==> config.mk <==
export PLATFORM = sky130hd
export DESIGN_NAME = imu_fifo_decimating_average_top
export DESIGN_NICKNAME = d
export VERILOG_FILES = /design/src/design/ifda_pkg.sv /design/src/design/ifda_lane.sv /design/src/design/ifda_merge.sv /design/src/design/imu_fifo_decimating_average_top.sv
export SDC_FILE = /design/constraint.sdc
export NUM_CORES = 1
export LEC_CHECK = 0
export ABC_AREA = 1
export BUFFER_PORTS_ARGS = -buffer_cell sky130_fd_sc_hd__buf_4
export CAP_MARGIN = 20
export CORE_MARGIN = 4
export CORE_UTILIZATION = 35
export CTS_CLUSTER_DIAMETER = 150
export DETAILED_ROUTE_END_ITERATION = 10
export GPL_ROUTABILITY_DRIVEN = 0
export PLACE_DENSITY = 0.54
export SYNTH_ARGS = -nofsm -noshare
export SYNTH_HDL_FRONTEND = slang
export SYNTH_HIERARCHICAL = 1
export SYNTH_SLANG_ARGS = --single-unit
export TNS_END_PERCENT = 50
==> constraint.sdc <==
create_clock -name clk -period 4.9 [get_ports clk]
set_input_delay 0.245 -clock clk [delete_from_list [all_inputs] [get_ports clk]]
set_output_delay 0.245 -clock clk [all_outputs]
set_load 0.05 [all_outputs]
==> src/design/ifda_pkg.sv <==
// shared types and constants for the imu fifo decimating average block
package ifda_pkg;

  localparam int SAMPLE_W       = 16;
  localparam int AXES           = 3;
  localparam int DECIMATION_DEF = 4;

  localparam logic [1:0] KIND_ACCEL = 2'd0;
  localparam logic [1:0] KIND_GYRO  = 2'd1;

  localparam logic SENSOR_ACCEL = 1'b0;
  localparam logic SENSOR_GYRO  = 1'b1;

  typedef struct packed {
    logic [1:0]                 kind;
    logic signed [SAMPLE_W-1:0] x_value;
    logic signed [SAMPLE_W-1:0] y_value;
    logic signed [SAMPLE_W-1:0] z_value;
  } in_item_t;

  typedef struct packed {
    logic                       sensor;
    logic signed [SAMPLE_W-1:0] x_average;
    logic signed [SAMPLE_W-1:0] y_average;
    logic signed [SAMPLE_W-1:0] z_average;
  } out_item_t;

  // accumulate strobe, gyro select and group-last flag sent from the top to every axis lane
  typedef struct packed {
    logic acc_en;
    logic gyro;
    logic last;
  } lane_ctrl_t;

endpackage

==> src/design/ifda_lane.sv <==
// one axis lane: accel and gyro running sums, captures the finished sum magnitude and sign
module ifda_lane #(
  parameter int DECIMATION = ifda_pkg::DECIMATION_DEF
) (
  input  logic                                             clk,
  input  logic                                             rst_n,
  input  ifda_pkg::lane_ctrl_t                             ctrl,
  input  logic signed [ifda_pkg::SAMPLE_W-1:0]             sample,
  output logic [ifda_pkg::SAMPLE_W+$clog2(DECIMATION)-1:0] mag_r,
  output logic                                             neg_r
);
  import ifda_pkg::*;

  localparam int SUM_W = SAMPLE_W + $clog2(DECIMATION);

  logic signed [SUM_W-1:0] accel_sum_r, accel_sum_nxt;
  logic signed [SUM_W-1:0] gyro_sum_r, gyro_sum_nxt;
  logic signed [SUM_W-1:0] sum_sel;
  logic signed [SUM_W-1:0] total;
  logic signed [SUM_W-1:0] sample_ext;

  assign sample_ext = SUM_W'(sample);
  assign sum_sel    = ctrl.gyro ? gyro_sum_r : accel_sum_r;
  assign total      = sum_sel + sample_ext;

  always_comb begin
    accel_sum_nxt = accel_sum_r;
    gyro_sum_nxt  = gyro_sum_r;
    if (ctrl.acc_en) begin
      if (ctrl.gyro) begin
        gyro_sum_nxt = ctrl.last ? '0 : total;
      end else begin
        accel_sum_nxt = ctrl.last ? '0 : total;
      end
    end
  end

  always_ff @(posedge clk) begin
    if (!rst_n) begin
      accel_sum_r <= '0;
      gyro_sum_r  <= '0;
    end else begin
      accel_sum_r <= accel_sum_nxt;
      gyro_sum_r  <= gyro_sum_nxt;
    end
  end

  // magnitude and sign so the divide truncates toward zero
  always_ff @(posedge clk) begin
    if (ctrl.acc_en && ctrl.last) begin
      mag_r <= total[SUM_W-1] ? SUM_W'(-total) : SUM_W'(total);
      neg_r <= total[SUM_W-1];
    end
  end

endmodule

==> src/design/ifda_merge.sv <==
// merge stage: divides each lane sum by the decimation factor and holds the result item
module ifda_merge #(
  parameter int DECIMATION = ifda_pkg::DECIMATION_DEF
) (
  input  logic                                             clk,
  input  logic                                             rst_n,
  input  logic                                             s1_valid,
  input  logic                                             s1_sensor,
  input  logic [ifda_pkg::SAMPLE_W+$clog2(DECIMATION)-1:0] mag [ifda_pkg::AXES],
  input  logic                                             neg [ifda_pkg::AXES],
  output logic                                             adv,
  output logic                                             out_valid_r,
  input  logic                                             out_ready,
  output ifda_pkg::out_item_t                              out_data_r
);
  import ifda_pkg::*;

  localparam int LOG_D = $clog2(DECIMATION);
  localparam int SUM_W = SAMPLE_W + LOG_D;
  localparam int SHIFT = SUM_W + LOG_D;
  localparam int PROD_W = SUM_W + SHIFT;
  // ceil(2^SHIFT / DECIMATION), exact quotient for any SUM_W-bit magnitude
  localparam logic [SHIFT-1:0] RECIP =
    SHIFT'(((64'd1 << SHIFT) + 64'(DECIMATION) - 64'd1) / 64'(DECIMATION));

  logic [PROD_W-1:0]          prod [AXES];
  logic [SAMPLE_W-1:0]        quot [AXES];
  logic signed [SAMPLE_W-1:0] avg  [AXES];
  out_item_t                  out_data_nxt;

  assign adv = !out_valid_r || out_ready;

  always_comb begin
    for (int a = 0; a < AXES; a++) begin
      prod[a] = PROD_W'(mag[a]) * PROD_W'(RECIP);
      quot[a] = prod[a][SHIFT +: SAMPLE_W];
      avg[a]  = neg[a] ? SAMPLE_W'(-quot[a]) : quot[a];
    end
    out_data_nxt.sensor    = s1_sensor;
    out_data_nxt.x_average = avg[0];
    out_data_nxt.y_average = avg[1];
    out_data_nxt.z_average = avg[2];
  end

  always_ff @(posedge clk) begin
    if (!rst_n) begin
      out_valid_r <= 1'b0;
    end else if (adv) begin
      out_valid_r <= s1_valid;
    end
  end

  always_ff @(posedge clk) begin
    if (adv && s1_valid) begin
      out_data_r <= out_data_nxt;
    end
  end

endmodule

==> src/design/imu_fifo_decimating_average_top.sv <==
// top level of the imu fifo decimating average block
// result path: lane magnitude and sign registers, then the merge result register
// throughput: 1 item per cycle; an item is taken every cycle while the result side keeps up
// the add per axis in each lane and the reciprocal multiply in the merge stage set that figure
// reset: synchronous active low, clears all sums, both counts and both valid flags
module imu_fifo_decimating_average_top #(
  parameter int DECIMATION = ifda_pkg::DECIMATION_DEF
) (
  input  logic                clk,
  input  logic                rst_n,
  input  logic                in_valid,
  output logic                in_ready,
  input  ifda_pkg::in_item_t  in_data,
  output logic                out_valid,
  input  logic                out_ready,
  output ifda_pkg::out_item_t out_data
);
  import ifda_pkg::*;

  localparam int CNT_W = $clog2(DECIMATION);
  localparam int SUM_W = SAMPLE_W + CNT_W;
  localparam logic [CNT_W-1:0] CNT_LAST = CNT_W'(DECIMATION - 1);

  logic                    in_acc;
  logic                    is_accel;
  logic                    is_gyro;
  logic                    last_hit;
  logic [CNT_W-1:0]        accel_cnt_r, accel_cnt_nxt;
  logic [CNT_W-1:0]        gyro_cnt_r, gyro_cnt_nxt;
  logic                    s1_valid_r, s1_valid_nxt;
  logic                    s1_sensor_r;
  logic                    adv;
  lane_ctrl_t              ctrl;
  logic signed [SAMPLE_W-1:0] samples [AXES];
  logic [SUM_W-1:0]        mag [AXES];
  logic                    neg [AXES];

  assign in_ready = !s1_valid_r || adv;
  assign in_acc   = in_valid && in_ready;
  assign is_accel = in_data.kind == KIND_ACCEL;
  assign is_gyro  = in_data.kind == KIND_GYRO;
  assign last_hit = is_gyro ? (gyro_cnt_r == CNT_LAST) : (accel_cnt_r == CNT_LAST);

  assign ctrl.acc_en = in_acc && (is_accel || is_gyro);
  assign ctrl.gyro   = is_gyro;
  assign ctrl.last   = last_hit;

  assign samples[0] = in_data.x_value;
  assign samples[1] = in_data.y_value;
  assign samples[2] = in_data.z_value;

  always_comb begin
    accel_cnt_nxt = accel_cnt_r;
    gyro_cnt_nxt  = gyro_cnt_r;
    if (ctrl.acc_en) begin
      if (is_gyro) begin
        gyro_cnt_nxt = last_hit ? '0 : gyro_cnt_r + CNT_W'(1);
      end else begin
        accel_cnt_nxt = last_hit ? '0 : accel_cnt_r + CNT_W'(1);
      end
    end
    s1_valid_nxt = s1_valid_r;
    if (ctrl.acc_en && last_hit) begin
      s1_valid_nxt = 1'b1;
    end else if (adv) begin
      s1_valid_nxt = 1'b0;
    end
  end

  always_ff @(posedge clk) begin
    if (!rst_n) begin
      accel_cnt_r <= '0;
      gyro_cnt_r  <= '0;
      s1_valid_r  <= 1'b0;
    end else begin
      accel_cnt_r <= accel_cnt_nxt;
      gyro_cnt_r  <= gyro_cnt_nxt;
      s1_valid_r  <= s1_valid_nxt;
    end
  end

  always_ff @(posedge clk) begin
    if (ctrl.acc_en && last_hit) begin
      s1_sensor_r <= is_gyro ? SENSOR_GYRO : SENSOR_ACCEL;
    end
  end

  for (genvar g = 0; g < AXES; g++) begin : g_lane
    ifda_lane #(
      .DECIMATION(DECIMATION)
    ) u_lane (
      .clk   (clk),
      .rst_n (rst_n),
      .ctrl  (ctrl),
      .sample(samples[g]),
      .mag_r (mag[g]),
      .neg_r (neg[g])
    );
  end

  ifda_merge #(
    .DECIMATION(DECIMATION)
  ) u_merge (
    .clk        (clk),
    .rst_n      (rst_n),
    .s1_valid   (s1_valid_r),
    .s1_sensor  (s1_sensor_r),
    .mag        (mag),
    .neg        (neg),
    .adv        (adv),
    .out_valid_r(out_valid),
    .out_ready  (out_ready),
    .out_data_r (out_data)
  );

endmodule

==> results of run 1 <==
==> routing by layer <==
layer / wire (µm) / vias up / share of wire (%) / track usage (%)
li1: - / 6737 / - / -
met1: 18100 / 5912 / 47 / 23.3
met2: 17900 / 243 / 47 / 29.0
met3: 1640 / 33 / 4.3 / 1.85
met4: 518 / 0 / 1.4 / 3.51
met5: 0 / - / 0 / 0
==> cell type report <==
| class | instances | area (µm²) | share of cell area (%) |
|---|---|---|---|
| Multi-Input combinational cell | 1526 | 7830 | 47.4 |
| Sequential cell | 215 | 5320 | 32.2 |
| Inverter | 253 | 955 | 5.79 |
| Clock buffer | 39 | 846 | 5.13 |
| Timing Repair Buffer | 109 | 821 | 4.98 |
| Tap cell | 525 | 657 | 3.98 |
| Clock inverter | 9 | 78.8 | 0.478 |
==> worst max-delay path, delay by kind of cell <==
family,cells,cell delay [ns]
simple gates,12,1.44
buf+inv,8,1.41
xor+xnor,1,0.16
fa+ha+maj,2,0.67
==> registers in the layout, summed over array words and instances, names as in the netlist <==
| signal | cells |
|---|---|
| accel_cnt_r | 2 |
| g_lane.u_lane/accel_sum_r | 54 |
| g_lane.u_lane/gyro_sum_r | 54 |
| g_lane.u_lane/mag_r | 48 |
| g_lane.u_lane/neg_r | 3 |
| gyro_cnt_r | 2 |
| s1_sensor_r | 1 |
| s1_valid_r | 1 |
| u_merge/out_data_r | 49 |
| u_merge/out_valid_r | 1 |
==> stage by stage <==
step	utilization (%)	cells
2_1_floorplan	-	2047
3_3_place_gp	38.8	2627
3_5_place_dp	38.8	2627
4_1_cts	41.1	2676
5_1_grt	41.1	2676
6_report	41.1	2676
==> power groups by stage <==
stage          registers (µW)  clock network [µW]  logic (µW)
5_1_grt                  1980                2160        1310
6_report                 1980                2020        1150
3_5_place_dp             2010                   0        1140
2_1_floorplan            2010                   0         867
3_3_place_gp             2010                   0        1130
4_1_cts                  1980                2080        1150
==> worst max path at each step <==
stage | startpoint | cells past startpoint | endpoint | slack (ns)
final | in_data[48] | 23 | g_lane[2].u_lane/mag_r[11] | 1.25
after global routing | in_data[48] | 24 | g_lane[0].u_lane/mag_r[15] | 0.89
after CTS | in_data[48] | 23 | g_lane[2].u_lane/mag_r[11] | 1.27
after global placement | in_data[49] | 18 | g_lane[1].u_lane/mag_r[11] | 1.34
after detailed placement | in_data[49] | 21 | g_lane[2].u_lane/mag_r[11] | 1.29
after floorplan | u_merge/out_valid_r | 1 | u_merge/out_data_r[0] | 1.45
==> out/results.txt, run 1 <==
P_leak: 0.00812 µW
First-pass GRT wire length: 62300 µm
Final Max Slew Viols: 0
Final HPWL DP: 29600 µm
Initial Util: 35.8%
TritonCTS clock tree: done
Hold Path Depth: 4
Total CTS buffers: 26
WP data arrival: 3.93 ns
GRT Total Usage: 16.9%
H-tree levels: 1
Worst VDD drop: 0.212 mV
Slew HR: 33.7%
Worst r2r src: g_lane[1].u_lane/accel_sum_r[0]
Fill count: 4179
Maximum clock insertion buffer count: 3
Ant diodes: 0
Crit-path max cell delay: 0.53 ns
Final WS setup: 1.25 ns
CP dominant cell by count: nand2_1
Crit-path cells: dlygate4sd3_1 > buf_4 > inv_2 > nor2_4 > buf_4 > nand2_1 > nand2_1 > ha_1 > inv_1 > fa_1 > inv_1 > nand3_1 > nand2_1 > nand2_1 > nand2_2 > inv_1 > nor2_2 > nand2_1 > nor2_1 > nand3_1 > nand2_1 > xor2_1 > inv_1
Final setup fails: 0
Commonest non-fill, non-tap cell in the layout: nand2_1
Fin crit share: 74.5%
DRC violations left: 0
Via count: 12900
IO Pins: 105
PwrDens: 312 nW/µm²
Yosys warnings: 6
Post-CTS setup buffers: 0
Int Pwr: 3570 µW
Port Buf Inserts: 104
Least-Margin Pin Slew: 0.994 ns
Total Neg Setup Slack: 0 ns
Switching share of power: 30.6%
Fmax: 274 MHz
Worst Clk Skew: 0.0134 ns
CP Class: in -> reg
Vias in the first global route: 12400
NetSw: 1570 µW
Clock power share: 39.2%
Worst min path class: in -> reg
Average cell area after synthesis: 7.01 µm²
Post-Synthesis Cell Area: 14300 µm²
Share of cells above drive strength 1: 15.2%
Crit-path max FO: 21
Flop2flop setup slack: 1.97 ns
Most frequent cells in the layout: nand2_1, inv_1, nand3_1
Post-cts sizing count: 0
Clock Pin Slew Worst Setup and Hold Paths: 0.06 ns
Hold endpoint: gyro_cnt_r[1]
1st-pass router iterations: 6
Minimum clock period: 3.65 ns
HP Start: in_valid
Core area: 40100 µm²
Largest net degree at the start of global routing: 113
GR Overflow Total: 0
Tot Pwr: 5140 µW
Rows: 73
Final wirelength: 38100 µm
Worst reg2reg path depth: 18
Max capacitance violation total: 0
Die Ht: 210 µm
WP data required: 5.19 ns
Worst hold slack: 0.0585 ns
Syn nets: 2161
DP Worst Slack: 1.29 ns
Clk root buf: clkbuf_16
Sequential share of power: 38.5%
Clock latency on the worst-skew pair: 0.53 ns
Final instance area: 16500 µm²
Comb pwr share: 22.3%
Area after DPL: 15600 µm²
Cells after Synth: 2047
Initial antenna violation count: 0
Unrepaired setup endpoints after global routing: no
Slowest CP cell: dlygate4sd3_1
Die Span X: 210 µm
CP Capture Type: register
Endpoints failing hold: 0
Routed vias/inst: 4.83
FF-to-FF End: g_lane[1].u_lane/mag_r[11]
Initial DRC count: 713
Die area: 44300 µm²
Post-CTS Hold Fix Bufs: 1
Routed length per instance: 14.3 µm
CP Launch Type: input pin
Outcome: completed
Final Net Count: 2245
Post-route ant nets: 0
Clk sinks: 215
Synth-to-layout area growth: 15.0%
No activity file was read; power rests on OpenSTA's default activity.
==> run 2: changes to the inputs <==
--- a/config.mk
+++ b/config.mk
@@ -5,7 +5,7 @@
 export SDC_FILE = /design/constraint.sdc
 export NUM_CORES = 1
 export LEC_CHECK = 0
-export ABC_AREA = 1
+export ABC_AREA = 0
 export BUFFER_PORTS_ARGS = -buffer_cell sky130_fd_sc_hd__buf_4
 export CAP_MARGIN = 20
 export CORE_MARGIN = 4
==> constraint.sdc (replaced) <==
create_clock -name clk -period 3.37 [get_ports clk]
set_input_delay 0.1685 -clock clk [delete_from_list [all_inputs] [get_ports clk]]
set_output_delay 0.1685 -clock clk [all_outputs]
set_load 0.05 [all_outputs]
==> run 2 against run 1 <==
Sequential cell count stayed put. Highest routed layer unchanged. Hold slack got worse by 0.012 ns. Power up 51%. Wire length down 13%. Cell area is 2.0% higher. Non-clock buffer count increased by 156. First-iteration DRC count down 21%. Cell count shrank 20%. Clock power increased by 63%. Clock skew increased by 0.0017 ns. Largest cell class unchanged. Combinational power increased by 39%. Clock-buffer cell count fell by 9.
==> out/results.txt, run 2 <==
TritonCTS clock tree: done
1st-pass router iterations: 5 (-1)
Unrepaired setup endpoints after global routing: no
Flop2flop setup slack: 0.24 ns (-1.73 ns)
Clock Pin Slew Worst Setup and Hold Paths: 0.06 ns (about the same)
Fin crit share: 92.8%
Worst setup startpoint: g_lane[1].u_lane/gyro_sum_r[0]
Worst setup path end: g_lane[1].u_lane/mag_r[15]
Final instance area: 16800 µm² (+2.0%)
WP data arrival: 3.40 ns (-0.53 ns)
CP Class: reg -> reg
Crit path buf inv count: 1 (-7)
Worst r2r src: g_lane[1].u_lane/gyro_sum_r[0]
Largest net degree at the start of global routing: 91 (-19%)
Port Buf Inserts: 104 (unchanged)
Slew HR: 46.5% (+13 points)
IO Pins: 105 (unchanged)
Via count: 10600 (-18%)
Commonest non-fill, non-tap cell in the layout: buf_4
CP top delay family: compound AO/OA/AOI/OAI gates
Clk sinks: 215 (unchanged)
Syn nets: 1498 (-31%)
WP data required: 3.65 ns (-1.54 ns)
Ant diodes: 0 (unchanged)
DP Worst Slack: -0.147 ns (-1.44 ns)
Fmax: 320 MHz
Total CTS buffers: 27 (+3.8%)
DRC violations left: 0 (unchanged)
H-tree levels: 1 (unchanged)
PwrDens: 462 nW/µm² (+48%)
Die Span X: 203 µm (-3.4%)
Largest regs: g_lane.u_lane/accel_sum_r: 54 flops, g_lane.u_lane/gyro_sum_r: 54 flops, u_merge/out_data_r: 49 flops
Post-Synthesis Cell Area: 13300 µm² (-7.0%)
Worst VDD drop: 0.333 mV (+57%)
Synth-to-layout area growth: 26.2%
Post-CTS setup buffers: 0 (unchanged)
Initial antenna violation count: 0 (unchanged)
Routed vias/inst: 4.92 (+1.9%)
Final HPWL DP: 25400 µm (-14%)
Final Max Slew Viols: 0 (unchanged)
Post-route ant nets: 0 (unchanged)
CP Capture Type: register
Critical path depth: 12 (-48%)
Worst Clk Skew: 0.0152 ns (+0.00173 ns)
Least-Margin Pin Slew: 0.803 ns (-0.191 ns)
Initial DRC count: 564 (-21%)
Maximum clock insertion buffer count: 3 (unchanged)
FF-to-FF End: g_lane[1].u_lane/mag_r[15]
Rows: 71 (-2.7%)
Outcome: completed
GRT Total Usage: 15.6% (-1.4 points)
Slowest CP cell: a221oi_4
Average cell area after synthesis: 9.64 µm² (+38%)
CP Launch Type: register
Routed length per instance: 15.4 µm (+8.2%)
Minimum clock period: 3.13 ns
Clk root buf: clkbuf_16
Clock latency on the worst-skew pair: 0.53 ns (about the same)
Die Ht: 203 µm (-3.4%)
P_leak: 0.00665 µW (-18%)
Worst min path class: in -> reg
Die area: 41300 µm² (-6.7%)
Initial Util: 35.4% (-0.35 points)
Core area: 37700 µm² (-6.1%)
Worst reg2reg path depth: 12 (-6)
Share of cells above drive strength 1: 26.5% (+11 points)
Post-cts sizing count: 0 (unchanged)
Endpoints failing hold: 0 (unchanged)
Yosys warnings: 6 (unchanged)
First-pass GRT wire length: 53400 µm (-14%)
Crit-path max FO: 5 (-76%)
Final WS setup: 0.243 ns (-1.01 ns)
GR Overflow Total: 0 (unchanged)
Post-CTS Hold Fix Bufs: 0 (-1)
Crit-path cells: mux2_2 > ha_2 > inv_2 > fa_2 > nor2b_4 > o31a_1 > or3_4 > a221oi_4 > nand3_2 > nor4_4 > a21oi_1 > xnor2_1
Max capacitance violation total: 0 (unchanged)
Final Net Count: 1732 (-23%)
Most frequent cells in the layout: buf_4, nand2_1, dfxtp_1
Cells after Synth: 1384 (-32%)
Area after DPL: 15800 µm² (+1.6%)
Final setup fails: 0 (unchanged)
Final wirelength: 33100 µm (-13%)
Crit-path max cell delay: 0.41 ns (-0.12 ns)
Vias in the first global route: 10400 (-17%)
## run 2: layout make-up
class,count,area [µm²]
fillers,3666,20800
inverters,44,170
flip-flops and latches,215,5320
well taps,511,639
clock inverters,19,324
clock buffers,30,697
repair buffers,265,2010
multi-input cells,1065,7670
## run 2: through the flow
stage               util, %  total power, µW  hold slack, ns  std cells  setup TNS (ns)
floorplan                 -             3950           0.283       1384               0
global placement       42.0             4500           0.441       2099           -1.33
detailed placement     42.0             4520           0.441       2099           -2.33
CTS                    44.7             7870          0.0143       2148               0
global route           44.7             8130          0.0486       2149               0
finish                 44.7             7770          0.0464       2149               0
## run 2: worst min path at each step
stage,from,endpoint,slack [ns],depth (start not counted)
2_1_floorplan,rst_n,s1_valid_r,0.28,2
3_5_place_dp,s1_sensor_r,u_merge/out_data_r[48],0.44,0
3_3_place_gp,s1_sensor_r,u_merge/out_data_r[48],0.44,0
6_report,in_valid,gyro_cnt_r[0],0.05,4
4_1_cts,in_valid,gyro_cnt_r[0],0.01,4
5_1_grt,in_valid,gyro_cnt_r[1],0.05,4
## run 2: layer usage
| metal | global-route usage, % | share of wire (%) | vias to the layer above |
|---|---|---|---|
| li1 | - | - | 5455 |
| met1 | 22.0 | 49 | 4920 |
| met2 | 25.9 | 46 | 166 |
| met3 | 1.88 | 3.4 | 40 |
| met4 | 3.30 | 2.1 | 0 |
| met5 | 0 | 0 | - |
## run 2: worst reg2reg max path: stages (launching register included)
cell and delay, ns:
dfxtp_1 0.31, mux2_2 0.26, ha_2 0.18, inv_2 0.06
fa_2 0.24, nor2b_4 0.05, o31a_1 0.33, or3_4 0.37
a221oi_4 0.41, nand3_2 0.17, nor4_4 0.23, a21oi_1 0.14
xnor2_1 0.13
## run 2: report_power, final
group	internal (µW)	switching [µW]
Sequential	2840	27.8
Clock	2170	1130
Combinational	763	841
Total	5770	2000
